--- config.mk ---
export PLATFORM = sky130hd
export DESIGN_NAME = life_cellular_automaton_grid
export DESIGN_NICKNAME = d
export VERILOG_FILES = /design/src/rtl/lcag_pkg.sv /design/src/rtl/lcag_dp.sv /design/src/rtl/lcag_ctrl.sv /design/src/rtl/life_cellular_automaton_grid.sv
export SDC_FILE = /design/constraint.sdc
export NUM_CORES = 2
export LEC_CHECK = 0
export ABC_AREA = 0
export BUFFER_PORTS_ARGS = -buffer_cell sky130_fd_sc_hd__buf_2
export CORE_ASPECT_RATIO = 1.75
export CORE_MARGIN = 2
export CORE_UTILIZATION = 50
export DETAILED_ROUTE_END_ITERATION = 7
export GPL_TIMING_DRIVEN = 0
export PLACE_DENSITY_LB_ADDON = 0.1
export SLEW_MARGIN = 10
export SYNTH_ARGS = -nofsm -noshare
export SYNTH_HDL_FRONTEND = slang
export SYNTH_SLANG_ARGS = --single-unit
--- constraint.sdc ---
create_clock -name clock -period 5.75 [get_ports clock]
set_input_delay 0 -clock clock [delete_from_list [all_inputs] [get_ports clock]]
set_output_delay 0 -clock clock [all_outputs]
set_load 0.005 [all_outputs]
--- src/rtl/lcag_pkg.sv ---
// ---------------------------------------------------------------------------
// lcag_pkg
// Shared types and constants for the Life cellular automaton grid: grid size,
// command codes, controller-to-datapath command and status groups.
// ---------------------------------------------------------------------------
package lcag_pkg;

   localparam int GRID_WIDTH  = 64;
   localparam int GRID_HEIGHT = 48;

   localparam int CMD_W   = 2;
   localparam int COL_W   = 6;
   localparam int ROW_W   = 6;
   localparam int ROW_AW  = $clog2(GRID_HEIGHT);
   localparam int RADDR_W = ROW_AW + 1;
   localparam int NB_W    = 4;

   localparam int BIRTH_COUNT   = 3;
   localparam int SURVIVE_COUNT = 2;

   localparam logic [CMD_W-1:0] CMD_TOGGLE = 2'd0;
   localparam logic [CMD_W-1:0] CMD_STEP   = 2'd1;
   localparam logic [CMD_W-1:0] CMD_READ   = 2'd2;

   localparam logic [1:0] ADDR_REQ  = 2'd0;
   localparam logic [1:0] ADDR_CNT  = 2'd1;
   localparam logic [1:0] ADDR_CNT1 = 2'd2;
   localparam logic [1:0] ADDR_CNT2 = 2'd3;

   typedef logic [GRID_WIDTH-1:0] grid_row_type;

   typedef struct packed {
      logic       latch;
      logic       rd_en;
      logic [1:0] addr_sel;
      logic       load_cur;
      logic       load_next;
      logic       shift;
      logic       wr_gen;
      logic       wr_toggle;
      logic       cnt_clr;
      logic       cnt_inc;
      logic       rsp_load;
   } ctrl_cmd_type;

   typedef struct packed {
      logic last_row;
   } dp_status_type;

endpackage

--- src/rtl/lcag_dp.sv ---
// ---------------------------------------------------------------------------
// lcag_dp
// Datapath: row-wide grid memory with per-row valid bits, three-row window,
// next-generation row logic, toggle logic and result register.
// ---------------------------------------------------------------------------
module lcag_dp (
   input  logic                        clock,
   input  logic                        reset,
   input  lcag_pkg::ctrl_cmd_type      cmd,
   output lcag_pkg::dp_status_type     status,
   input  logic [lcag_pkg::COL_W-1:0]  req_col,
   input  logic [lcag_pkg::ROW_W-1:0]  req_row,
   output logic                        rsp_cell_value
);

   lcag_pkg::grid_row_type mem [lcag_pkg::GRID_HEIGHT];

   logic [lcag_pkg::GRID_HEIGHT-1:0] row_valid_ff, row_valid_in;
   logic [lcag_pkg::COL_W-1:0]       col_ff;
   logic [lcag_pkg::ROW_W-1:0]       row_ff;
   logic [lcag_pkg::ROW_AW-1:0]      cnt_ff, cnt_in;
   lcag_pkg::grid_row_type           rd_data_ff;
   logic                             rd_vld_ff;
   lcag_pkg::grid_row_type           prev_ff, cur_ff, next_ff;
   logic                             cell_ff;

   logic                             in_grid;
   logic [lcag_pkg::RADDR_W-1:0]     rd_addr;
   logic                             rd_in_range;
   lcag_pkg::grid_row_type           rd_row;
   lcag_pkg::grid_row_type           new_row;
   lcag_pkg::grid_row_type           wr_data;
   logic [lcag_pkg::ROW_AW-1:0]      wr_addr;
   logic                             wr_en;

   assign in_grid = (int'(col_ff) < lcag_pkg::GRID_WIDTH)
                    && (int'(row_ff) < lcag_pkg::GRID_HEIGHT);

   always_comb begin
      unique case (cmd.addr_sel)
         lcag_pkg::ADDR_REQ:  rd_addr = lcag_pkg::RADDR_W'(row_ff);
         lcag_pkg::ADDR_CNT:  rd_addr = {1'b0, cnt_ff};
         lcag_pkg::ADDR_CNT1: rd_addr = {1'b0, cnt_ff} + lcag_pkg::RADDR_W'(1);
         lcag_pkg::ADDR_CNT2: rd_addr = {1'b0, cnt_ff} + lcag_pkg::RADDR_W'(2);
         default:             rd_addr = '0;
      endcase
      if (cmd.addr_sel == lcag_pkg::ADDR_REQ) begin
         rd_in_range = int'(row_ff) < lcag_pkg::GRID_HEIGHT;
      end else begin
         rd_in_range = int'(rd_addr) < lcag_pkg::GRID_HEIGHT;
      end
   end

   assign rd_row = rd_vld_ff ? rd_data_ff : '0;

   always_comb begin
      logic [lcag_pkg::GRID_WIDTH+1:0] p, c, n;
      logic [lcag_pkg::NB_W-1:0]       nb;
      p = {1'b0, prev_ff, 1'b0};
      c = {1'b0, cur_ff, 1'b0};
      n = {1'b0, next_ff, 1'b0};
      nb = '0;
      new_row = '0;
      for (int j = 0; j < lcag_pkg::GRID_WIDTH; j++) begin
         nb = lcag_pkg::NB_W'(p[j]) + lcag_pkg::NB_W'(p[j+1]) + lcag_pkg::NB_W'(p[j+2])
            + lcag_pkg::NB_W'(c[j]) + lcag_pkg::NB_W'(c[j+2])
            + lcag_pkg::NB_W'(n[j]) + lcag_pkg::NB_W'(n[j+1]) + lcag_pkg::NB_W'(n[j+2]);
         new_row[j] = (nb == lcag_pkg::NB_W'(lcag_pkg::BIRTH_COUNT))
                      || (c[j+1] && (nb == lcag_pkg::NB_W'(lcag_pkg::SURVIVE_COUNT)));
      end
   end

   always_comb begin
      wr_en   = cmd.wr_gen || (cmd.wr_toggle && in_grid);
      wr_addr = cmd.wr_gen ? cnt_ff : lcag_pkg::ROW_AW'(row_ff);
      wr_data = cmd.wr_gen ? new_row
                           : (rd_row ^ (lcag_pkg::grid_row_type'(1) << col_ff));
      row_valid_in = row_valid_ff;
      if (wr_en) begin
         row_valid_in[wr_addr] = 1'b1;
      end
      cnt_in = cnt_ff;
      if (cmd.cnt_clr) begin
         cnt_in = '0;
      end else if (cmd.cnt_inc) begin
         cnt_in = cnt_ff + lcag_pkg::ROW_AW'(1);
      end
   end

   assign status.last_row = int'(cnt_ff) == lcag_pkg::GRID_HEIGHT - 1;

   always_ff @(posedge clock) begin
      if (wr_en) begin
         mem[wr_addr] <= wr_data;
      end
      if (cmd.rd_en) begin
         rd_data_ff <= mem[rd_addr[lcag_pkg::ROW_AW-1:0]];
      end
   end

   always_ff @(posedge clock) begin
      if (reset) begin
         row_valid_ff <= '0;
      end else begin
         row_valid_ff <= row_valid_in;
      end
   end

   always_ff @(posedge clock) begin
      cnt_ff <= cnt_in;
      if (cmd.latch) begin
         col_ff <= req_col;
         row_ff <= req_row;
      end
      if (cmd.rd_en) begin
         rd_vld_ff <= rd_in_range && row_valid_ff[rd_addr[lcag_pkg::ROW_AW-1:0]];
      end
      if (cmd.load_cur) begin
         prev_ff <= '0;
         cur_ff  <= rd_row;
      end else if (cmd.shift) begin
         prev_ff <= cur_ff;
         cur_ff  <= next_ff;
      end
      if (cmd.load_next) begin
         next_ff <= rd_row;
      end
      if (cmd.rsp_load) begin
         cell_ff <= in_grid && rd_row[col_ff];
      end
   end

   assign rsp_cell_value = cell_ff;

   a_wr_addr_range: assert property (@(posedge clock) disable iff (reset)
      wr_en |-> (int'(wr_addr) < lcag_pkg::GRID_HEIGHT))
      else $error("grid write beyond last row");

   a_gen_write_sets_valid: assert property (@(posedge clock) disable iff (reset)
      cmd.wr_gen |=> row_valid_ff[$past(cnt_ff)])
      else $error("generation write left row invalid");

   a_off_grid_reads_dead: assert property (@(posedge clock) disable iff (reset)
      (cmd.rsp_load && !in_grid) |=> !rsp_cell_value)
      else $error("cell past the grid returned alive");

endmodule

--- src/rtl/lcag_ctrl.sv ---
// ---------------------------------------------------------------------------
// lcag_ctrl
// Controller: sequences toggle, read and generation commands over the
// datapath and owns the request/response handshakes.
// ---------------------------------------------------------------------------
module lcag_ctrl (
   input  logic                        clock,
   input  logic                        reset,
   input  logic                        req_valid,
   output logic                        req_ready,
   input  logic [lcag_pkg::CMD_W-1:0]  req_cmd,
   output logic                        rsp_valid,
   input  logic                        rsp_ready,
   output lcag_pkg::ctrl_cmd_type      cmd,
   input  lcag_pkg::dp_status_type     status
);

   localparam logic [3:0] S_IDLE = 4'd0;
   localparam logic [3:0] S_TRD  = 4'd1;
   localparam logic [3:0] S_TWR  = 4'd2;
   localparam logic [3:0] S_GR0  = 4'd3;
   localparam logic [3:0] S_GR1  = 4'd4;
   localparam logic [3:0] S_GLD  = 4'd5;
   localparam logic [3:0] S_GWR  = 4'd6;
   localparam logic [3:0] S_RD   = 4'd7;
   localparam logic [3:0] S_OUT  = 4'd8;

   logic [3:0] state_ff, state_in;
   logic       rsp_valid_ff, rsp_valid_in;
   logic       slot_free;

   assign slot_free = !rsp_valid_ff || rsp_ready;
   assign req_ready = state_ff == S_IDLE;
   assign rsp_valid = rsp_valid_ff;

   always_comb begin
      state_in = state_ff;
      cmd      = '0;
      unique case (state_ff)
         S_IDLE: begin
            cmd.latch   = 1'b1;
            cmd.cnt_clr = 1'b1;
            if (req_valid) begin
               unique case (req_cmd)
                  lcag_pkg::CMD_TOGGLE: state_in = S_TRD;
                  lcag_pkg::CMD_STEP:   state_in = S_GR0;
                  default:              state_in = S_RD;
               endcase
            end
         end
         S_TRD: begin
            cmd.rd_en    = 1'b1;
            cmd.addr_sel = lcag_pkg::ADDR_REQ;
            state_in     = S_TWR;
         end
         S_TWR: begin
            cmd.wr_toggle = 1'b1;
            state_in      = S_RD;
         end
         S_GR0: begin
            cmd.rd_en    = 1'b1;
            cmd.addr_sel = lcag_pkg::ADDR_CNT;
            state_in     = S_GR1;
         end
         S_GR1: begin
            cmd.rd_en    = 1'b1;
            cmd.addr_sel = lcag_pkg::ADDR_CNT1;
            cmd.load_cur = 1'b1;
            state_in     = S_GLD;
         end
         S_GLD: begin
            cmd.load_next = 1'b1;
            state_in      = S_GWR;
         end
         S_GWR: begin
            cmd.wr_gen   = 1'b1;
            cmd.shift    = 1'b1;
            cmd.rd_en    = 1'b1;
            cmd.addr_sel = lcag_pkg::ADDR_CNT2;
            if (status.last_row) begin
               state_in = S_RD;
            end else begin
               cmd.cnt_inc = 1'b1;
               state_in    = S_GLD;
            end
         end
         S_RD: begin
            cmd.rd_en    = 1'b1;
            cmd.addr_sel = lcag_pkg::ADDR_REQ;
            state_in     = S_OUT;
         end
         S_OUT: begin
            if (slot_free) begin
               cmd.rsp_load = 1'b1;
               state_in     = S_IDLE;
            end
         end
         default: state_in = S_IDLE;
      endcase
   end

   always_comb begin
      rsp_valid_in = rsp_valid_ff;
      if (cmd.rsp_load) begin
         rsp_valid_in = 1'b1;
      end else if (rsp_ready) begin
         rsp_valid_in = 1'b0;
      end
   end

   always_ff @(posedge clock) begin
      if (reset) begin
         state_ff     <= S_IDLE;
         rsp_valid_ff <= 1'b0;
      end else begin
         state_ff     <= state_in;
         rsp_valid_ff <= rsp_valid_in;
      end
   end

   a_accept_leaves_idle: assert property (@(posedge clock) disable iff (reset)
      (req_valid && req_ready) |=> (state_ff != S_IDLE))
      else $error("accepted item did not start a command");

   a_load_needs_slot: assert property (@(posedge clock) disable iff (reset)
      cmd.rsp_load |-> slot_free)
      else $error("result overwritten before taken");

   a_rsp_held: assert property (@(posedge clock) disable iff (reset)
      (rsp_valid && !rsp_ready) |=> rsp_valid)
      else $error("result dropped before taken");

endmodule

--- src/rtl/life_cellular_automaton_grid.sv ---
// ---------------------------------------------------------------------------
// life_cellular_automaton_grid
// Life (B3/S23) on a grid of one-bit cells with toggle, step and read commands.
//
//   channel  direction  handshake            payload
//   req_     in         req_valid/req_ready  req_cmd, req_col, req_row
//   rsp_     out        rsp_valid/rsp_ready  rsp_cell_value
//
// A generation step reads the row-wide memory and writes each new row back
// row by row. Reset clears the per-row valid bits at once;
// no clearing pass. A held result sits in an output register; the next item
// is accepted meanwhile and waits only at its own result if still unread.
// ---------------------------------------------------------------------------
module life_cellular_automaton_grid (
   input  logic                        clock,
   input  logic                        reset,
   input  logic                        req_valid,
   output logic                        req_ready,
   input  logic [lcag_pkg::CMD_W-1:0]  req_cmd,
   input  logic [lcag_pkg::COL_W-1:0]  req_col,
   input  logic [lcag_pkg::ROW_W-1:0]  req_row,
   output logic                        rsp_valid,
   input  logic                        rsp_ready,
   output logic                        rsp_cell_value
);

   lcag_pkg::ctrl_cmd_type  cmd;
   lcag_pkg::dp_status_type status;

   lcag_ctrl u_ctrl (
      .clock     (clock),
      .reset     (reset),
      .req_valid (req_valid),
      .req_ready (req_ready),
      .req_cmd   (req_cmd),
      .rsp_valid (rsp_valid),
      .rsp_ready (rsp_ready),
      .cmd       (cmd),
      .status    (status)
   );

   lcag_dp u_dp (
      .clock          (clock),
      .reset          (reset),
      .cmd            (cmd),
      .status         (status),
      .req_col        (req_col),
      .req_row        (req_row),
      .rsp_cell_value (rsp_cell_value)
   );

endmodule
==> impl_metrics.toml <==
[timing]
final_max_slew_viol_count = 0
hold_violations = 0
fin_ws_ns = -0.0673
fin_skew_ns = 0.0705
hold_slack_ns = 0.0737
setup_viol = 25
fin_crit_sh_pct = 101
tightest_slew_ns = 1.39
rsz0062_at_grt = "false"
finalCriticalPeriod_ns = 5.82
relSlewSlack_pct = 6.97
finalSetupTns_ns = -1.18
max_freq_mhz = 172

[yosys]
synth-xor-area-share_pct = 0.431
synth.most_common_cell = "edfxtp_1"
synth_nets = 8013
synth_simple_gate_area_share_pct = 2.35
synth_seq_area_share_pct = 71.0
synth_compound_area_share_pct = 4.75
ys_warn_count = 0
synth_top_family_by_area = "multiplexers"
syn_area_per_cell_sq_um = 18.8
synth_ff_type = "edfxtp_1"
synth-seq-cells = 3401
synth_edf_count = 3278
syn-instance-count = 7552
synth_fa_ha_area_share_pct = 5.23
postSynth.asyncResetShare_pct = 0
synth_top_area_share_pct = 69.2
synth_area_sq_um = 142000
synth_top_cell_by_area = "edfxtp_1"
synthMuxAreaShare_pct = 13.0
synth.area.top_cells = "edfxtp_1, mux4_2, fa_1"
synthTopCellsByCount = "edfxtp_1, mux4_2, inv_1"
ys_types = 74

[place]
place_ws_ns = -0.0101
place_inst = 11596
portBuffers = 19
gp_congestion = 0.963
hpwl_um = 311000

[detailed_routing]
via_per_inst = 6.14
drt_iter0_markers = 8047
routed_wl_um = 427000
ant_nets = 0
wl_per_cell_um = 35.0
drc_errors = 0
via_count = 74796
firstDrtPassIters = 5

[pwr]
power_mw = 83.1
clockPowerShare_pct = 24.9
p_per_area_nw_per_um2 = 508
net-switching-power_mw = 29.0
irDropWorstVdd_v = 0.000298
p_leak_nw = 55.2
netSwitchingFraction_pct = 34.9
combPwrFrac_pct = 36.4
seqPwrFrac_pct = 38.7
p_int_mw = 54.0

[critical_path]
r2r_end = "u_dp.mem[40][7]$_DFFE_PP_"
r2r_start = "u_dp.rd_vld_ff$_DFFE_PP_"
worstPathCellList = "clkbuf_1, clkbuf_2, clkbuf_1, buf_1, nand2_1, inv_1, xnor2_1, o21ai_4, buf_16"
startpoint_type = "flop"
end_kind = "flop"
setup.worst_path.start = "u_dp.rd_vld_ff$_DFFE_PP_"
crit_arrival_ns = 6.51
critical_path_required_ns = 6.44
slowest_stage = "clkbuf_1"
critPathKind = "reg2reg"
r2r_setup_slack_ns = -0.07
reg2regPathDepth = 9
crit_top_cell = "clkbuf_1"
cpPeakStageDelay_ns = 0.98
cp_max_fo = 25
crit_end = "u_dp.mem[40][7]$_DFFE_PP_"

[global_route]
grtUsageMet1_pct = 33.7
grt_pass1_wl_um = 593000
overflow = 0
antenna_found_initial = 24
busiest_layer = "met2"
use_met2_pct = 53.6
grt_max_degree = 69
grt_pass1_vias = 78859
met3_usage_pct = 4.05
grt_use_total_pct = 29.8

[hold_path]
hp-class = "in2reg"

[floorplanning]
fp.dieH_um = 709
die_x_um = 407
ios = 21
core_area_sq_um = 284000
rows = 259
start_util_pct = 50.1
dieArea_sq_um = 289000

[finish]
fin_cells = 12189
fillers = 21120
final_net_count = 8617
area_growth_pct = 15.0
drive_above_1_share_pct = 22.1

[clock_network]
clock_latency_ns = 0.90
htree_levels = 5
cts_buffers = 312
clk_pin_slew_ns = 0.07
cts_setup_buffers = 0
cts_root_buf = "clkbuf_16"
clock_path_buffers = 4
cts_tree = "yes"
cts.sinks = 3401

[status]
violations = "setup timing"
status = "finished, violations left"

[job]
drv_cap = 0
worst max-delay path: cells and delay by family, from the launching register on:
kind	cells	cell delay, ns
simple gates	1	0.29
compound gates	1	0.73
buf+inv	6	3.86
xor+xnor	1	0.12
flops	1	0.51
stage by stage:
stage	area (sq um)	util, %
after global placement	147000	51.8
after detailed placement	153000	54.1
final	164000	57.7
after CTS	163000	57.7
after global routing	163000	57.7
after floorplan	142000	-
what timing repair did:
| item | CTS | global route |
|---|---|---|
| pin swaps | 0 | 1 |
| setup endpoints to repair | 117 | 2 |
| hold buffers | 31 | 0 |
| resized for setup | 1 | 0 |
| endpoints found under the hold margin | 61 | 0 |
cell usage in the layout, fill, tap and decap left out, types with 85 or more instances in the layout:
master / count
a221oi_1: 120
dfxtp_1: 123
edfxtp_1: 3278
a22oi_1: 117
clkbuf_1: 194
nor2_1: 244
a21oi_1: 207
mux4_2: 782
buf_2: 176
o21ai_0: 113
fa_1: 252
a22o_1: 85
nand2_1: 201
clkbuf_16: 319
buf_12: 181
inv_1: 683
ha_1: 191
power by group through the flow:
stage          combinational (mW)  sequential, mW  clock (mW)
6_report                     30.2            32.1        20.7
5_1_grt                      32.9            32.2        21.8
4_1_cts                      30.3            32.1        21.0
3_5_place_dp                 30.2            32.7           0
3_3_place_gp                 27.0            33.8           0
2_1_floorplan                17.7            32.9           0
kinds of logic (layout without fill, tap and decap cells):
| group | Yosys count | after routing |
|---|---|---|
| buffers and inverters | 1076 | 1917 |
| adder cells (fa/ha/maj) | 443 | 443 |
| XOR/XNOR | 70 | 70 |
| AND/OR/NAND/NOR | 715 | 715 |
| other | 0 | 12 |
| AO/OA/AOI/OAI | 978 | 978 |
| flip-flops | 3401 | 3401 |
| multiplexers | 869 | 869 |
worst min path at each step:
stage	start	to	slack (ns)	cells after the start
final	rsp_ready	u_ctrl.rsp_valid$_SDFFE_PP0P_	0.07	4
after global routing	rsp_ready	u_ctrl.rsp_valid$_SDFFE_PP0P_	0.08	4
after CTS	rsp_ready	u_ctrl.rsp_valid$_SDFFE_PP0P_	0.03	4
after detailed placement	req_row[5]	u_dp.row_ff[5]$_DFFE_PP_	0.18	1
after global placement	req_col[0]	u_dp.col_ff[0]$_DFFE_PP_	0.18	1
after floorplan	req_col[0]	u_dp.col_ff[0]$_DFFE_PP_	0.1	0
final cells by class:
type | instances | area (sq um) | share of cell area, %
inverter | 684 | 2570 | 1.57
sequential | 3401 | 101000 | 61.7
clock buffer | 384 | 8250 | 5.04
multi-input combinational | 3075 | 37800 | 23.1
tap | 3784 | 4730 | 2.90
clock inverter | 167 | 1590 | 0.970
antenna | 12 | 30.0 | 0.0184
timing repair buffer | 291 | 5570 | 3.41
buffer | 391 | 2050 | 1.26
state kept, by name, indices dropped and copies added (netlist names):
| register | flops |
|---|---|
| u_dp.rd_vld_ff | 1 |
| u_dp.prev_ff | 64 |
| u_dp.next_ff | 64 |
| u_ctrl.state_ff | 4 |
| u_dp.cur_ff | 64 |
| u_dp.col_ff | 6 |
| u_dp.row_valid_ff | 48 |
| u_dp.cnt_ff | 6 |
| u_dp.mem | 3072 |
| u_dp.rd_data_ff | 64 |
| u_dp.row_ff | 6 |
| u_dp.rsp_cell_value | 1 |
| u_ctrl.rsp_valid | 1 |
per-layer routing:
metal  wire, um  vias to the layer above
met1     144000                    39981
met3      25300                      857
met4      29400                        2
li1           -                    31083
met2     228000                     2873
met5         13                        -
No activity file was read; power rests on OpenSTA's default activity.
